## src/hw/rtl/stt_pkg.sv

```systemverilog
// Shared types, constants, character-class and operator-kind functions of the source text tokenizer.
`default_nettype none

package stt_pkg;

   localparam int unsigned BYTE_W   = 8;
   localparam int unsigned KIND_W   = 5;
   localparam int unsigned OFFSET_W = 32;
   localparam int unsigned LEN_W    = 16;
   localparam int unsigned ROW_W    = 20;
   localparam int unsigned COL_W    = 16;

   localparam logic [LEN_W-1:0] LEN_MAX = '1;
   localparam logic [ROW_W-1:0] ROW_MAX = '1;
   localparam logic [COL_W-1:0] COL_MAX = '1;

   localparam int unsigned FIFO_DEPTH = 4;

   localparam logic [BYTE_W-1:0] CH_NUL     = 8'h00;
   localparam logic [BYTE_W-1:0] CH_NL      = 8'h0A;
   localparam logic [BYTE_W-1:0] CH_SPACE   = 8'h20;
   localparam logic [BYTE_W-1:0] CH_BANG    = 8'h21;
   localparam logic [BYTE_W-1:0] CH_DQUOTE  = 8'h22;
   localparam logic [BYTE_W-1:0] CH_PERCENT = 8'h25;
   localparam logic [BYTE_W-1:0] CH_AMP     = 8'h26;
   localparam logic [BYTE_W-1:0] CH_SQUOTE  = 8'h27;
   localparam logic [BYTE_W-1:0] CH_STAR    = 8'h2A;
   localparam logic [BYTE_W-1:0] CH_PLUS    = 8'h2B;
   localparam logic [BYTE_W-1:0] CH_MINUS   = 8'h2D;
   localparam logic [BYTE_W-1:0] CH_SLASH   = 8'h2F;
   localparam logic [BYTE_W-1:0] CH_COLON   = 8'h3A;
   localparam logic [BYTE_W-1:0] CH_LT      = 8'h3C;
   localparam logic [BYTE_W-1:0] CH_EQ      = 8'h3D;
   localparam logic [BYTE_W-1:0] CH_GT      = 8'h3E;
   localparam logic [BYTE_W-1:0] CH_BSLASH  = 8'h5C;
   localparam logic [BYTE_W-1:0] CH_CARET   = 8'h5E;
   localparam logic [BYTE_W-1:0] CH_BAR     = 8'h7C;

   localparam logic [KIND_W-1:0] KIND_NONE       = 5'd0;
   localparam logic [KIND_W-1:0] KIND_END        = 5'd0;
   localparam logic [KIND_W-1:0] KIND_SINGLE     = 5'd1;
   localparam logic [KIND_W-1:0] KIND_IDENT      = 5'd2;
   localparam logic [KIND_W-1:0] KIND_NUMBER     = 5'd3;
   localparam logic [KIND_W-1:0] KIND_STRING     = 5'd4;
   localparam logic [KIND_W-1:0] KIND_CHAR       = 5'd5;
   localparam logic [KIND_W-1:0] KIND_ARROW      = 5'd6;
   localparam logic [KIND_W-1:0] KIND_DBL_COLON  = 5'd7;
   localparam logic [KIND_W-1:0] KIND_DBL_PLUS   = 5'd8;
   localparam logic [KIND_W-1:0] KIND_DBL_MINUS  = 5'd9;
   localparam logic [KIND_W-1:0] KIND_DBL_LT     = 5'd10;
   localparam logic [KIND_W-1:0] KIND_DBL_GT     = 5'd11;
   localparam logic [KIND_W-1:0] KIND_DBL_EQ     = 5'd12;
   localparam logic [KIND_W-1:0] KIND_DBL_AMP    = 5'd13;
   localparam logic [KIND_W-1:0] KIND_DBL_BAR    = 5'd14;
   localparam logic [KIND_W-1:0] KIND_EQ_LT      = 5'd15;
   localparam logic [KIND_W-1:0] KIND_EQ_GT      = 5'd16;
   localparam logic [KIND_W-1:0] KIND_EQ_BANG    = 5'd17;
   localparam logic [KIND_W-1:0] KIND_EQ_PLUS    = 5'd18;
   localparam logic [KIND_W-1:0] KIND_EQ_MINUS   = 5'd19;
   localparam logic [KIND_W-1:0] KIND_EQ_STAR    = 5'd20;
   localparam logic [KIND_W-1:0] KIND_EQ_SLASH   = 5'd21;
   localparam logic [KIND_W-1:0] KIND_EQ_PERCENT = 5'd22;
   localparam logic [KIND_W-1:0] KIND_EQ_AMP     = 5'd23;
   localparam logic [KIND_W-1:0] KIND_EQ_CARET   = 5'd24;
   localparam logic [KIND_W-1:0] KIND_EQ_BAR     = 5'd25;

   typedef enum logic [3:0] {
      MODE_IDLE       = 4'd0,
      MODE_IDENT      = 4'd1,
      MODE_NUMBER     = 4'd2,
      MODE_STR        = 4'd3,
      MODE_STR_ESC    = 4'd4,
      MODE_CHR        = 4'd5,
      MODE_CHR_ESC    = 4'd6,
      MODE_OP         = 4'd7,
      MODE_LINE       = 4'd8,
      MODE_BLOCK      = 4'd9,
      MODE_BLOCK_STAR = 4'd10
   } mode_type;

   typedef struct packed {
      logic [KIND_W-1:0]   kind;
      logic [BYTE_W-1:0]   char_byte;
      logic [OFFSET_W-1:0] start;
      logic [LEN_W-1:0]    length;
      logic [ROW_W-1:0]    row;
      logic [COL_W-1:0]    column;
      logic                last;
   } token_type;

   typedef struct packed {
      logic [1:0] count;
      token_type  first;
      token_type  second;
   } push_type;

   function automatic logic is_alpha(input logic [BYTE_W-1:0] b);
      return (b >= 8'h61 && b <= 8'h7A) || (b >= 8'h41 && b <= 8'h5A) || b == 8'h5F;
   endfunction

   function automatic logic is_digit(input logic [BYTE_W-1:0] b);
      return b >= 8'h30 && b <= 8'h39;
   endfunction

   function automatic logic [KIND_W-1:0] doubled_kind(input logic [BYTE_W-1:0] b);
      logic [KIND_W-1:0] k;
      case (b)
         CH_COLON: k = KIND_DBL_COLON;
         CH_PLUS:  k = KIND_DBL_PLUS;
         CH_MINUS: k = KIND_DBL_MINUS;
         CH_LT:    k = KIND_DBL_LT;
         CH_GT:    k = KIND_DBL_GT;
         CH_EQ:    k = KIND_DBL_EQ;
         CH_AMP:   k = KIND_DBL_AMP;
         CH_BAR:   k = KIND_DBL_BAR;
         default:  k = KIND_NONE;
      endcase
      return k;
   endfunction

   function automatic logic [KIND_W-1:0] equal_kind(input logic [BYTE_W-1:0] b);
      logic [KIND_W-1:0] k;
      case (b)
         CH_LT:      k = KIND_EQ_LT;
         CH_GT:      k = KIND_EQ_GT;
         CH_BANG:    k = KIND_EQ_BANG;
         CH_PLUS:    k = KIND_EQ_PLUS;
         CH_MINUS:   k = KIND_EQ_MINUS;
         CH_STAR:    k = KIND_EQ_STAR;
         CH_SLASH:   k = KIND_EQ_SLASH;
         CH_PERCENT: k = KIND_EQ_PERCENT;
         CH_AMP:     k = KIND_EQ_AMP;
         CH_CARET:   k = KIND_EQ_CARET;
         CH_BAR:     k = KIND_EQ_BAR;
         default:    k = KIND_NONE;
      endcase
      return k;
   endfunction

endpackage

`default_nettype wire

```

## src/hw/rtl/stt_lexer.sv

```systemverilog
// Scanner state and per-byte token decision: up to two tokens per accepted byte.
`default_nettype none

module stt_lexer (
   input  wire logic                       clock,
   input  wire logic                       reset,
   input  wire logic                       in_accept,
   input  wire logic [stt_pkg::BYTE_W-1:0] in_byte,
   output stt_pkg::push_type               push
);
   import stt_pkg::*;

   mode_type              mode_ff, mode_in;
   logic [BYTE_W-1:0]     pending_ff, pending_in;
   logic [OFFSET_W-1:0]   start_ff, start_in;
   logic [LEN_W-1:0]      len_ff, len_in;
   logic [ROW_W-1:0]      trow_ff, trow_in;
   logic [COL_W-1:0]      tcol_ff, tcol_in;
   logic [ROW_W-1:0]      row_ff, row_in;
   logic [COL_W-1:0]      col_ff, col_in;
   logic [OFFSET_W-1:0]   pos_ff, pos_in;

   logic [LEN_W-1:0]      len_inc;
   logic                  open_valid;
   logic [KIND_W-1:0]     open_kind;
   logic [LEN_W-1:0]      open_len;
   logic                  other_valid;
   token_type             open_tok;
   token_type             other_tok;
   logic                  restart;
   logic [KIND_W-1:0]     op_kind;

   always_ff @(posedge clock) begin
      if (reset) begin
         mode_ff    <= MODE_IDLE;
         pending_ff <= '0;
         start_ff   <= '0;
         len_ff     <= '0;
         trow_ff    <= ROW_W'(1);
         tcol_ff    <= COL_W'(1);
         row_ff     <= ROW_W'(1);
         col_ff     <= COL_W'(1);
         pos_ff     <= '0;
      end else if (in_accept) begin
         mode_ff    <= mode_in;
         pending_ff <= pending_in;
         start_ff   <= start_in;
         len_ff     <= len_in;
         trow_ff    <= trow_in;
         tcol_ff    <= tcol_in;
         row_ff     <= row_in;
         col_ff     <= col_in;
         pos_ff     <= pos_in;
      end
   end

   always_comb begin
      if (mode_ff >= MODE_IDENT && mode_ff <= MODE_CHR_ESC && len_ff != LEN_MAX) begin
         len_inc = len_ff + LEN_W'(1);
      end else begin
         len_inc = len_ff;
      end

      op_kind = (in_byte == pending_ff) ? doubled_kind(in_byte) : KIND_NONE;
      if (op_kind == KIND_NONE && in_byte == CH_EQ) begin
         op_kind = equal_kind(pending_ff);
      end
      if (op_kind == KIND_NONE && pending_ff == CH_MINUS && in_byte == CH_GT) begin
         op_kind = KIND_ARROW;
      end

      mode_in     = mode_ff;
      pending_in  = pending_ff;
      start_in    = start_ff;
      len_in      = len_inc;
      trow_in     = trow_ff;
      tcol_in     = tcol_ff;
      row_in      = row_ff;
      col_in      = col_ff;
      pos_in      = pos_ff;
      open_valid  = 1'b0;
      open_kind   = KIND_SINGLE;
      open_len    = len_inc;
      other_valid = 1'b0;
      other_tok   = '{kind: KIND_SINGLE, char_byte: in_byte, start: pos_ff,
                      length: LEN_W'(1), row: row_ff, column: col_ff, last: 1'b0};
      restart     = 1'b0;

      if (in_byte == CH_NUL) begin
         open_len = len_ff;
         case (mode_ff)
            MODE_IDENT: begin
               open_valid = 1'b1;
               open_kind  = KIND_IDENT;
            end
            MODE_NUMBER: begin
               open_valid = 1'b1;
               open_kind  = KIND_NUMBER;
            end
            MODE_STR, MODE_STR_ESC: begin
               open_valid = 1'b1;
               open_kind  = KIND_STRING;
            end
            MODE_CHR, MODE_CHR_ESC: begin
               open_valid = 1'b1;
               open_kind  = KIND_CHAR;
            end
            MODE_OP: begin
               open_valid = 1'b1;
               open_kind  = KIND_SINGLE;
            end
            default: begin
            end
         endcase
         other_valid          = 1'b1;
         other_tok.kind       = KIND_END;
         other_tok.char_byte  = CH_NUL;
         other_tok.length     = '0;
         mode_in    = MODE_IDLE;
         pending_in = '0;
         start_in   = '0;
         len_in     = '0;
         trow_in    = ROW_W'(1);
         tcol_in    = COL_W'(1);
         row_in     = ROW_W'(1);
         col_in     = COL_W'(1);
         pos_in     = '0;
      end else begin
         case (mode_ff)
            MODE_IDENT: begin
               if (!(is_alpha(in_byte) || is_digit(in_byte))) begin
                  open_valid = 1'b1;
                  open_kind  = KIND_IDENT;
                  open_len   = len_inc - LEN_W'(1);
                  restart    = 1'b1;
               end
            end
            MODE_NUMBER: begin
               if (!is_digit(in_byte)) begin
                  open_valid = 1'b1;
                  open_kind  = KIND_NUMBER;
                  open_len   = len_inc - LEN_W'(1);
                  restart    = 1'b1;
               end
            end
            MODE_STR: begin
               if (in_byte == CH_BSLASH) begin
                  mode_in = MODE_STR_ESC;
               end else if (in_byte == pending_ff) begin
                  open_valid = 1'b1;
                  open_kind  = KIND_STRING;
                  mode_in    = MODE_IDLE;
               end
            end
            MODE_CHR: begin
               if (in_byte == CH_BSLASH) begin
                  mode_in = MODE_CHR_ESC;
               end else if (in_byte == pending_ff) begin
                  open_valid = 1'b1;
                  open_kind  = KIND_CHAR;
                  mode_in    = MODE_IDLE;
               end
            end
            MODE_STR_ESC: begin
               mode_in = MODE_STR;
            end
            MODE_CHR_ESC: begin
               mode_in = MODE_CHR;
            end
            MODE_OP: begin
               if (op_kind != KIND_NONE) begin
                  open_valid = 1'b1;
                  open_kind  = op_kind;
                  open_len   = LEN_W'(2);
                  len_in     = LEN_W'(2);
                  mode_in    = MODE_IDLE;
               end else if (pending_ff == CH_SLASH && in_byte == CH_SLASH) begin
                  mode_in = MODE_LINE;
               end else if (pending_ff == CH_SLASH && in_byte == CH_STAR) begin
                  mode_in = MODE_BLOCK;
               end else begin
                  open_valid = 1'b1;
                  open_kind  = KIND_SINGLE;
                  restart    = 1'b1;
               end
            end
            MODE_LINE: begin
               if (in_byte == CH_NL) begin
                  mode_in = MODE_IDLE;
               end
            end
            MODE_BLOCK: begin
               if (in_byte == CH_STAR) begin
                  mode_in = MODE_BLOCK_STAR;
               end
            end
            MODE_BLOCK_STAR: begin
               if (in_byte == CH_SLASH) begin
                  mode_in = MODE_IDLE;
               end else if (in_byte != CH_STAR) begin
                  mode_in = MODE_BLOCK;
               end
            end
            default: begin
               restart = 1'b1;
            end
         endcase

         if (restart) begin
            mode_in = MODE_IDLE;
            if (in_byte > CH_SPACE) begin
               if (is_alpha(in_byte)) begin
                  mode_in = MODE_IDENT;
               end else if (is_digit(in_byte)) begin
                  mode_in = MODE_NUMBER;
               end else if (in_byte == CH_DQUOTE) begin
                  mode_in = MODE_STR;
               end else if (in_byte == CH_SQUOTE) begin
                  mode_in = MODE_CHR;
               end else if (doubled_kind(in_byte) != KIND_NONE ||
                            equal_kind(in_byte) != KIND_NONE) begin
                  mode_in = MODE_OP;
               end else begin
                  other_valid = 1'b1;
               end
               if (!other_valid) begin
                  pending_in = in_byte;
                  start_in   = pos_ff;
                  len_in     = LEN_W'(1);
                  trow_in    = row_ff;
                  tcol_in    = col_ff;
               end
            end
         end

         pos_in = pos_ff + OFFSET_W'(1);
         if (in_byte == CH_NL) begin
            row_in = (row_ff != ROW_MAX) ? row_ff + ROW_W'(1) : row_ff;
            col_in = COL_W'(1);
         end else if (col_ff != COL_MAX) begin
            col_in = col_ff + COL_W'(1);
         end
      end

      open_tok = '{kind: open_kind, char_byte: pending_ff, start: start_ff,
                   length: open_len, row: trow_ff, column: tcol_ff, last: 1'b0};

      push = '0;
      if (in_accept) begin
         if (open_valid && other_valid) begin
            push.count       = 2'd2;
            push.first       = open_tok;
            push.second      = other_tok;
            push.second.last = 1'b1;
         end else if (open_valid) begin
            push.count      = 2'd1;
            push.first      = open_tok;
            push.first.last = 1'b1;
         end else if (other_valid) begin
            push.count      = 2'd1;
            push.first      = other_tok;
            push.first.last = 1'b1;
         end
      end
   end

endmodule

`default_nettype wire

```

## src/hw/rtl/stt_fifo.sv

```systemverilog
// Result queue: takes up to two tokens per cycle, hands out one per cycle on pop.
`default_nettype none

module stt_fifo #(
   parameter int unsigned DEPTH = stt_pkg::FIFO_DEPTH
) (
   input  wire logic        clock,
   input  wire logic        reset,
   input  wire stt_pkg::push_type push,
   input  wire logic        pop,
   output stt_pkg::token_type head,
   output logic             not_empty,
   output logic             has_room
);
   import stt_pkg::*;

   localparam int unsigned PTR_W = (DEPTH > 1) ? $clog2(DEPTH) : 1;
   localparam int unsigned CNT_W = $clog2(DEPTH + 1);

   token_type          mem_ff [DEPTH];
   logic [PTR_W-1:0]   wr_ptr_ff, wr_ptr_in;
   logic [PTR_W-1:0]   rd_ptr_ff, rd_ptr_in;
   logic [CNT_W-1:0]   count_ff, count_in;
   logic [PTR_W-1:0]   wr_next;

   function automatic logic [PTR_W-1:0] ptr_step(input logic [PTR_W-1:0] p);
      return (p == PTR_W'(DEPTH - 1)) ? '0 : p + PTR_W'(1);
   endfunction

   always_comb begin
      wr_next   = ptr_step(wr_ptr_ff);
      wr_ptr_in = wr_ptr_ff;
      case (push.count)
         2'd1:    wr_ptr_in = wr_next;
         2'd2:    wr_ptr_in = ptr_step(wr_next);
         default: wr_ptr_in = wr_ptr_ff;
      endcase
      rd_ptr_in = pop ? ptr_step(rd_ptr_ff) : rd_ptr_ff;
      count_in  = count_ff + CNT_W'(push.count) - CNT_W'(pop);
   end

   always_ff @(posedge clock) begin
      if (reset) begin
         wr_ptr_ff <= '0;
         rd_ptr_ff <= '0;
         count_ff  <= '0;
      end else begin
         wr_ptr_ff <= wr_ptr_in;
         rd_ptr_ff <= rd_ptr_in;
         count_ff  <= count_in;
      end
   end

   always_ff @(posedge clock) begin
      if (push.count != 2'd0) begin
         mem_ff[wr_ptr_ff] <= push.first;
      end
      if (push.count == 2'd2) begin
         mem_ff[wr_next] <= push.second;
      end
   end

   assign head      = mem_ff[rd_ptr_ff];
   assign not_empty = count_ff != '0;
   assign has_room  = count_ff <= CNT_W'(DEPTH - 2);

`ifndef NO_ASSERTIONS
   a_count_bound: assert property (@(posedge clock) disable iff (reset)
      count_ff <= CNT_W'(DEPTH))
      else $error("result queue count beyond depth");

   a_push_room: assert property (@(posedge clock) disable iff (reset)
      push.count != 2'd0 |-> count_ff <= CNT_W'(DEPTH - 2) && push.count != 2'd3)
      else $error("push into result queue without room");

   a_pop_nonempty: assert property (@(posedge clock) disable iff (reset)
      pop |-> count_ff != '0)
      else $error("pop from empty result queue");

   a_reset_empty: assert property (@(posedge clock)
      reset |=> count_ff == '0 && !not_empty)
      else $error("result queue not empty after reset");
`endif

endmodule

`default_nettype wire

```

## src/hw/rtl/source_text_tokenizer.sv

```systemverilog
// Top level of the source text tokenizer: byte stream in, token stream out.
//
// Input channel req_*: one source byte per transaction on req_text_byte.
// A byte of zero ends the text: any open token is sent, then an end token
// (kind 0) at the zero byte's position, and the scanner returns to its
// reset state, ready for the next text.
// Output channel rsp_*: one token per transaction; rsp_last marks the last
// token caused by one input byte (a byte causes zero, one or two tokens).
// The tokens a byte completes are written into the result queue when that
// byte is accepted, and are handed out from the queue in order.
// Throughput: one byte per cycle while req_ready is high; the scanner
// decides each byte combinationally from its mode register and one pending
// byte. Tokens queue in a FIFO_DEPTH-entry result queue, drained one per
// cycle while rsp_ready is high; req_ready is high while two entries are free.
// Stall: when rsp_ready is low the queue fills and req_ready drops; nothing
// is lost. Reset (synchronous) empties the queue and clears the scanner:
// row and column 1, offset 0.
`default_nettype none

module source_text_tokenizer #(
   parameter int unsigned FIFO_DEPTH = stt_pkg::FIFO_DEPTH
) (
   input  wire logic                         clock,
   input  wire logic                         reset,
   input  wire logic                         req_valid,
   output logic                              req_ready,
   input  wire logic [stt_pkg::BYTE_W-1:0]   req_text_byte,
   output logic                              rsp_valid,
   input  wire logic                         rsp_ready,
   output logic [stt_pkg::KIND_W-1:0]        rsp_token_kind,
   output logic [stt_pkg::BYTE_W-1:0]        rsp_token_char,
   output logic [stt_pkg::OFFSET_W-1:0]      rsp_start_offset,
   output logic [stt_pkg::LEN_W-1:0]         rsp_token_length,
   output logic [stt_pkg::ROW_W-1:0]         rsp_start_row,
   output logic [stt_pkg::COL_W-1:0]         rsp_start_column,
   output logic                              rsp_last
);
   import stt_pkg::*;

   logic      in_accept;
   logic      out_accept;
   logic      has_room;
   logic      not_empty;
   push_type  push;
   token_type head;

   assign in_accept  = req_valid && req_ready;
   assign out_accept = rsp_valid && rsp_ready;

   stt_lexer u_lexer (
      .clock     (clock),
      .reset     (reset),
      .in_accept (in_accept),
      .in_byte   (req_text_byte),
      .push      (push)
   );

   stt_fifo #(
      .DEPTH (FIFO_DEPTH)
   ) u_fifo (
      .clock     (clock),
      .reset     (reset),
      .push      (push),
      .pop       (out_accept),
      .head      (head),
      .not_empty (not_empty),
      .has_room  (has_room)
   );

   assign req_ready        = has_room;
   assign rsp_valid        = not_empty;
   assign rsp_token_kind   = head.kind;
   assign rsp_token_char   = head.char_byte;
   assign rsp_start_offset = head.start;
   assign rsp_token_length = head.length;
   assign rsp_start_row    = head.row;
   assign rsp_start_column = head.column;
   assign rsp_last         = head.last;

endmodule

`default_nettype wire

```

## config.mk

```make
export PLATFORM = sky130hd
export DESIGN_NAME = source_text_tokenizer
export DESIGN_NICKNAME = d
export VERILOG_FILES = /design/src/hw/rtl/stt_pkg.sv /design/src/hw/rtl/stt_lexer.sv /design/src/hw/rtl/stt_fifo.sv /design/src/hw/rtl/source_text_tokenizer.sv
export SDC_FILE = /design/constraint.sdc
export NUM_CORES = 1
export LEC_CHECK = 0
export ABC_AREA = 1
export BUFFER_PORTS_ARGS = -buffer_cell sky130_fd_sc_hd__buf_2
export CAP_MARGIN = 20
export CORE_AREA = 2 2 238 240
export DETAILED_ROUTE_END_ITERATION = 12
export DIE_AREA = 0 0 240 242
export GPL_TIMING_DRIVEN = 0
export PLACE_DENSITY = 0.77
export SLEW_MARGIN = 20
export SYNTH_ARGS = -nofsm -noshare
export SYNTH_HDL_FRONTEND = slang
export SYNTH_SLANG_ARGS = --single-unit
export TNS_END_PERCENT = 30
```

## constraint.sdc

```tcl
create_clock -name clock -period 9.51 [get_ports clock]
set_clock_uncertainty 0.2 [all_clocks]
set_input_delay 0 -clock clock [delete_from_list [all_inputs] [get_ports clock]]
set_output_delay 0 -clock clock [all_outputs]
set_load 0.05 [all_outputs]
```

==> qor.txt <==
outcome: completed
Period minus WS final: 7.956 ns
root cell of the clock tree: clkbuf_16
XOR/XNOR Fraction of Synth Area: 0.6063%
flops & latches, synth: 565
GRT Residual Overflow: 0
DR WL/cell: 21.32 microns
largest family of logic cells by synthesized area: simple AND/OR/NAND/NOR gates
Setup TNS Final: 0 ns
YS warnings: 0
CTS tree: yes
Mapped Cells: 4,097
hold depth: 4
slew margin rel.: 16.79%
IO Pins: 112
total design power: 10.24 mW
hold path start: req_text_byte[6]
# clock sinks: 565
Simple-Gate Fraction of Synth Area: 28.43%
CP Max Fanout: 11
first-pass GRT wire length: 163,800 microns
startpoint class of the critical path: flop
total number of vias: 30,730
worst stage delay on the critical path: 0.77 ns
most common cell after layout, fill and taps aside: nand2_1
Fin. Hold Viols: 0
vias in the first global route: 28,210
Slew @ Worst Pin: 1.248 ns
internal reg-to-reg setup slack: 1.55 ns
period utilization: 83.66%
IO Port Bufs: 106
drt pass-1 iters: 7
Crit path depth: 28
commonest cells after routing, fill and taps aside: 1,290 x nand2_1, 449 x nor2_1, 410 x o21ai_0
CP Capture Type: flop
Most used DFF post-synth: edfxtp_1
pwr dens: 300.4 mW/mm^2
Largest delay share family, worst path: buffers and inverters
slowest cell on the critical path: clkbuf_1
Synth Area in Compound Gates: 16.01%
Design Area, Final: 0.03408 sq mm
Die Wd: 240 microns
footprint of the multi-input gates: 0.01392 sq mm
layout cells sized above 1: 7.277%
final non-filler cell total: 5,085
# resized after CTS: 0
Hold Path End: u_lexer.pending_ff[6]
DIE HEIGHT: 242 microns
antenna violations before repair: 0
Starting Density: 54.43%
Die ar.: 0.05808 sq mm
sequential share of the synthesized area: 47.71%
Peak Freq: 0.1257 GHz
Worst EP arrival: 8.12 ns
worst vdd ir: 252.1 uV
CP required: 9.67 ns
asr flop ratio synth: 0%
Register Area: 0.01447 sq mm
Detailed Route WL: 108,400 microns
Post-synth EDFFs: 316
DP Wirelength: 76,350 microns
H-Tree Depth: 2
Pins Over Slew Limit: 0
GRT Util Overall: 36.57%
RR Startpoint: u_lexer.pending_ff[6]
initial DRC count: 3,919
Worst-path clk slew: 0.07 ns
RSZ-0062 raised after global routing: no
# DRC: 0
mux cell area share after synthesis: 0%
Distinct cells, synth: 50
setup violators final: 0
pin count of the biggest net entering global routing: 44
Synth Area in Adders: 0.7672%
Clock Latency Late Sink: 0.65 ns
ANT nets after route: 0
# diodes: 0
fillers: 5,071
most used cell, CP: inv_1
RR Endpoint: u_fifo.mem_ff[1][0]
post-placement cell area: 0.03199 sq mm
Crit path buffers/inverters: 11
clock buffer count from CTS: 58
Setup CP Type: reg -> reg
Bufs on Longest Clock Path: 3
gpl congestion: 0.9795
Row Count: 87
worst min-delay path category: in -> reg
leakage: 12.44 nW
fin nets: 4,310
core area: 0.05573 sq mm
Layout area overhead: 12.34%
post-synthesis cell area: 0.03034 sq mm
Placed Cells: 4,966
Vias/cell: 6.042
Reg2Reg Depth: 28
max_cap viols: 0
Net Count, Synth: 4,127
post-synthesis average cell area: 7.404 sq um
[synth_stat cells, types with 56 or more instances]
library cell	n	area (sq um)
nor3_1	57	285.3
dfxtp_1	249	4985
nand2_1	1293	4853
o21ai_1	136	680.7
nand3_1	146	730.7
o22ai_1	106	663.1
inv_1	212	795.8
nand4_1	95	594.3
nor2_1	449	1685
o21ai_0	410	2052
a21oi_1	157	785.8
edfxtp_1	316	9489
clkbuf_1	202	758.2
o21a_1	56	420.4
[per-stage QoR]
step	hold slack, ns	worst slack [ns]	utilization, %
2_1_floorplan	-0.05176	2.920	-
3_3_place_gp	0.1211	-1.682	57.08
3_5_place_dp	0.1282	1.985	57.39
4_1_cts	0.01734	1.974	61.14
5_1_grt	0.04771	1.524	61.14
6_report	0.02281	1.554	61.14
[flip-flops by register name, indices dropped and copies added (netlist names), named ones only]
| signal | count |
|---|---|
| u_lexer.mode_ff | 4 |
| u_lexer.col_ff | 16 |
| u_lexer.pos_ff | 32 |
| u_fifo.count_ff | 3 |
| u_lexer.row_ff | 20 |
| u_lexer.pending_ff | 8 |
| u_lexer.len_ff | 16 |
| u_lexer.start_ff | 32 |
| u_fifo.rd_ptr_ff | 2 |
| u_lexer.tcol_ff | 16 |
| u_fifo.wr_ptr_ff | 2 |
| u_lexer.trow_ff | 20 |
| u_fifo.mem_ff | 392 |
[worst reg2reg max path: cells and delay by family (launching register included)]
| kind | cells | cell delay, ns |
|---|---|---|
| AO/OA/AOI/OAI | 2 | 0.26 |
| adder cells (fa/ha/maj) | 2 | 0.76 |
| buffers and inverters | 11 | 4.02 |
| flip-flops | 1 | 0.36 |
| AND/OR/NAND/NOR | 13 | 2.10 |
[cell type report]
cell class	count	area share (%)
flip-flops and latches	565	42.47
plain buffers	260	3.257
well taps	756	2.776
inverters	228	2.526
clock inverters	36	1.237
clock buffers	73	4.601
repair buffers	123	2.284
multi-input cells	3044	40.85
[repair_timing]
item / in CTS / in global routing
hold buffers: 10 / 0
endpoints found under the hold margin: 77 / 0
setup buffers: 0 / 0
[power by group]
part	leakage, nW	total [mW]	switching [mW]	internal (mW)
clock	0.969	2.43	1.04	1.39
sequential	4.80	3.10	0.140	2.96
combinational	6.67	4.70	3.65	1.06
total	12.4	10.2	4.82	5.41
[layer usage]
layer	GRT usage, %	wire, microns	vias up
met1	48.07	40890	14100
met5	0	0	-
met2	55.05	46620	2071
met3	9.959	14590	410
met4	19.27	6322	0
li1	-	-	14150
[worst max-delay path by stage]
| stage | startpoint | endpoint | slack (ns) |
|---|---|---|---|
| detailed placement | u_lexer.pending_ff[6] | u_fifo.mem_ff[1][0] | 1.99 |
| finish | u_lexer.pending_ff[6] | u_fifo.mem_ff[1][0] | 1.55 |
| global route | u_lexer.pending_ff[6] | u_fifo.mem_ff[1][93] | 1.52 |
| global placement | u_lexer.pending_ff[6] | u_fifo.mem_ff[1][42] | -1.68 |
| CTS | u_lexer.pending_ff[6] | u_fifo.mem_ff[1][0] | 1.97 |
| floorplan | u_lexer.pending_ff[1] | u_fifo.mem_ff[1][44] | 2.92 |
[logic make-up after synthesis]
logic type      after synthesis
compound gates              897
xor+xnor                     21
fa+ha+maj                    18
buf+inv                     488
flops                       565
simple gates               2108
Power figures use the tool's default switching activity.
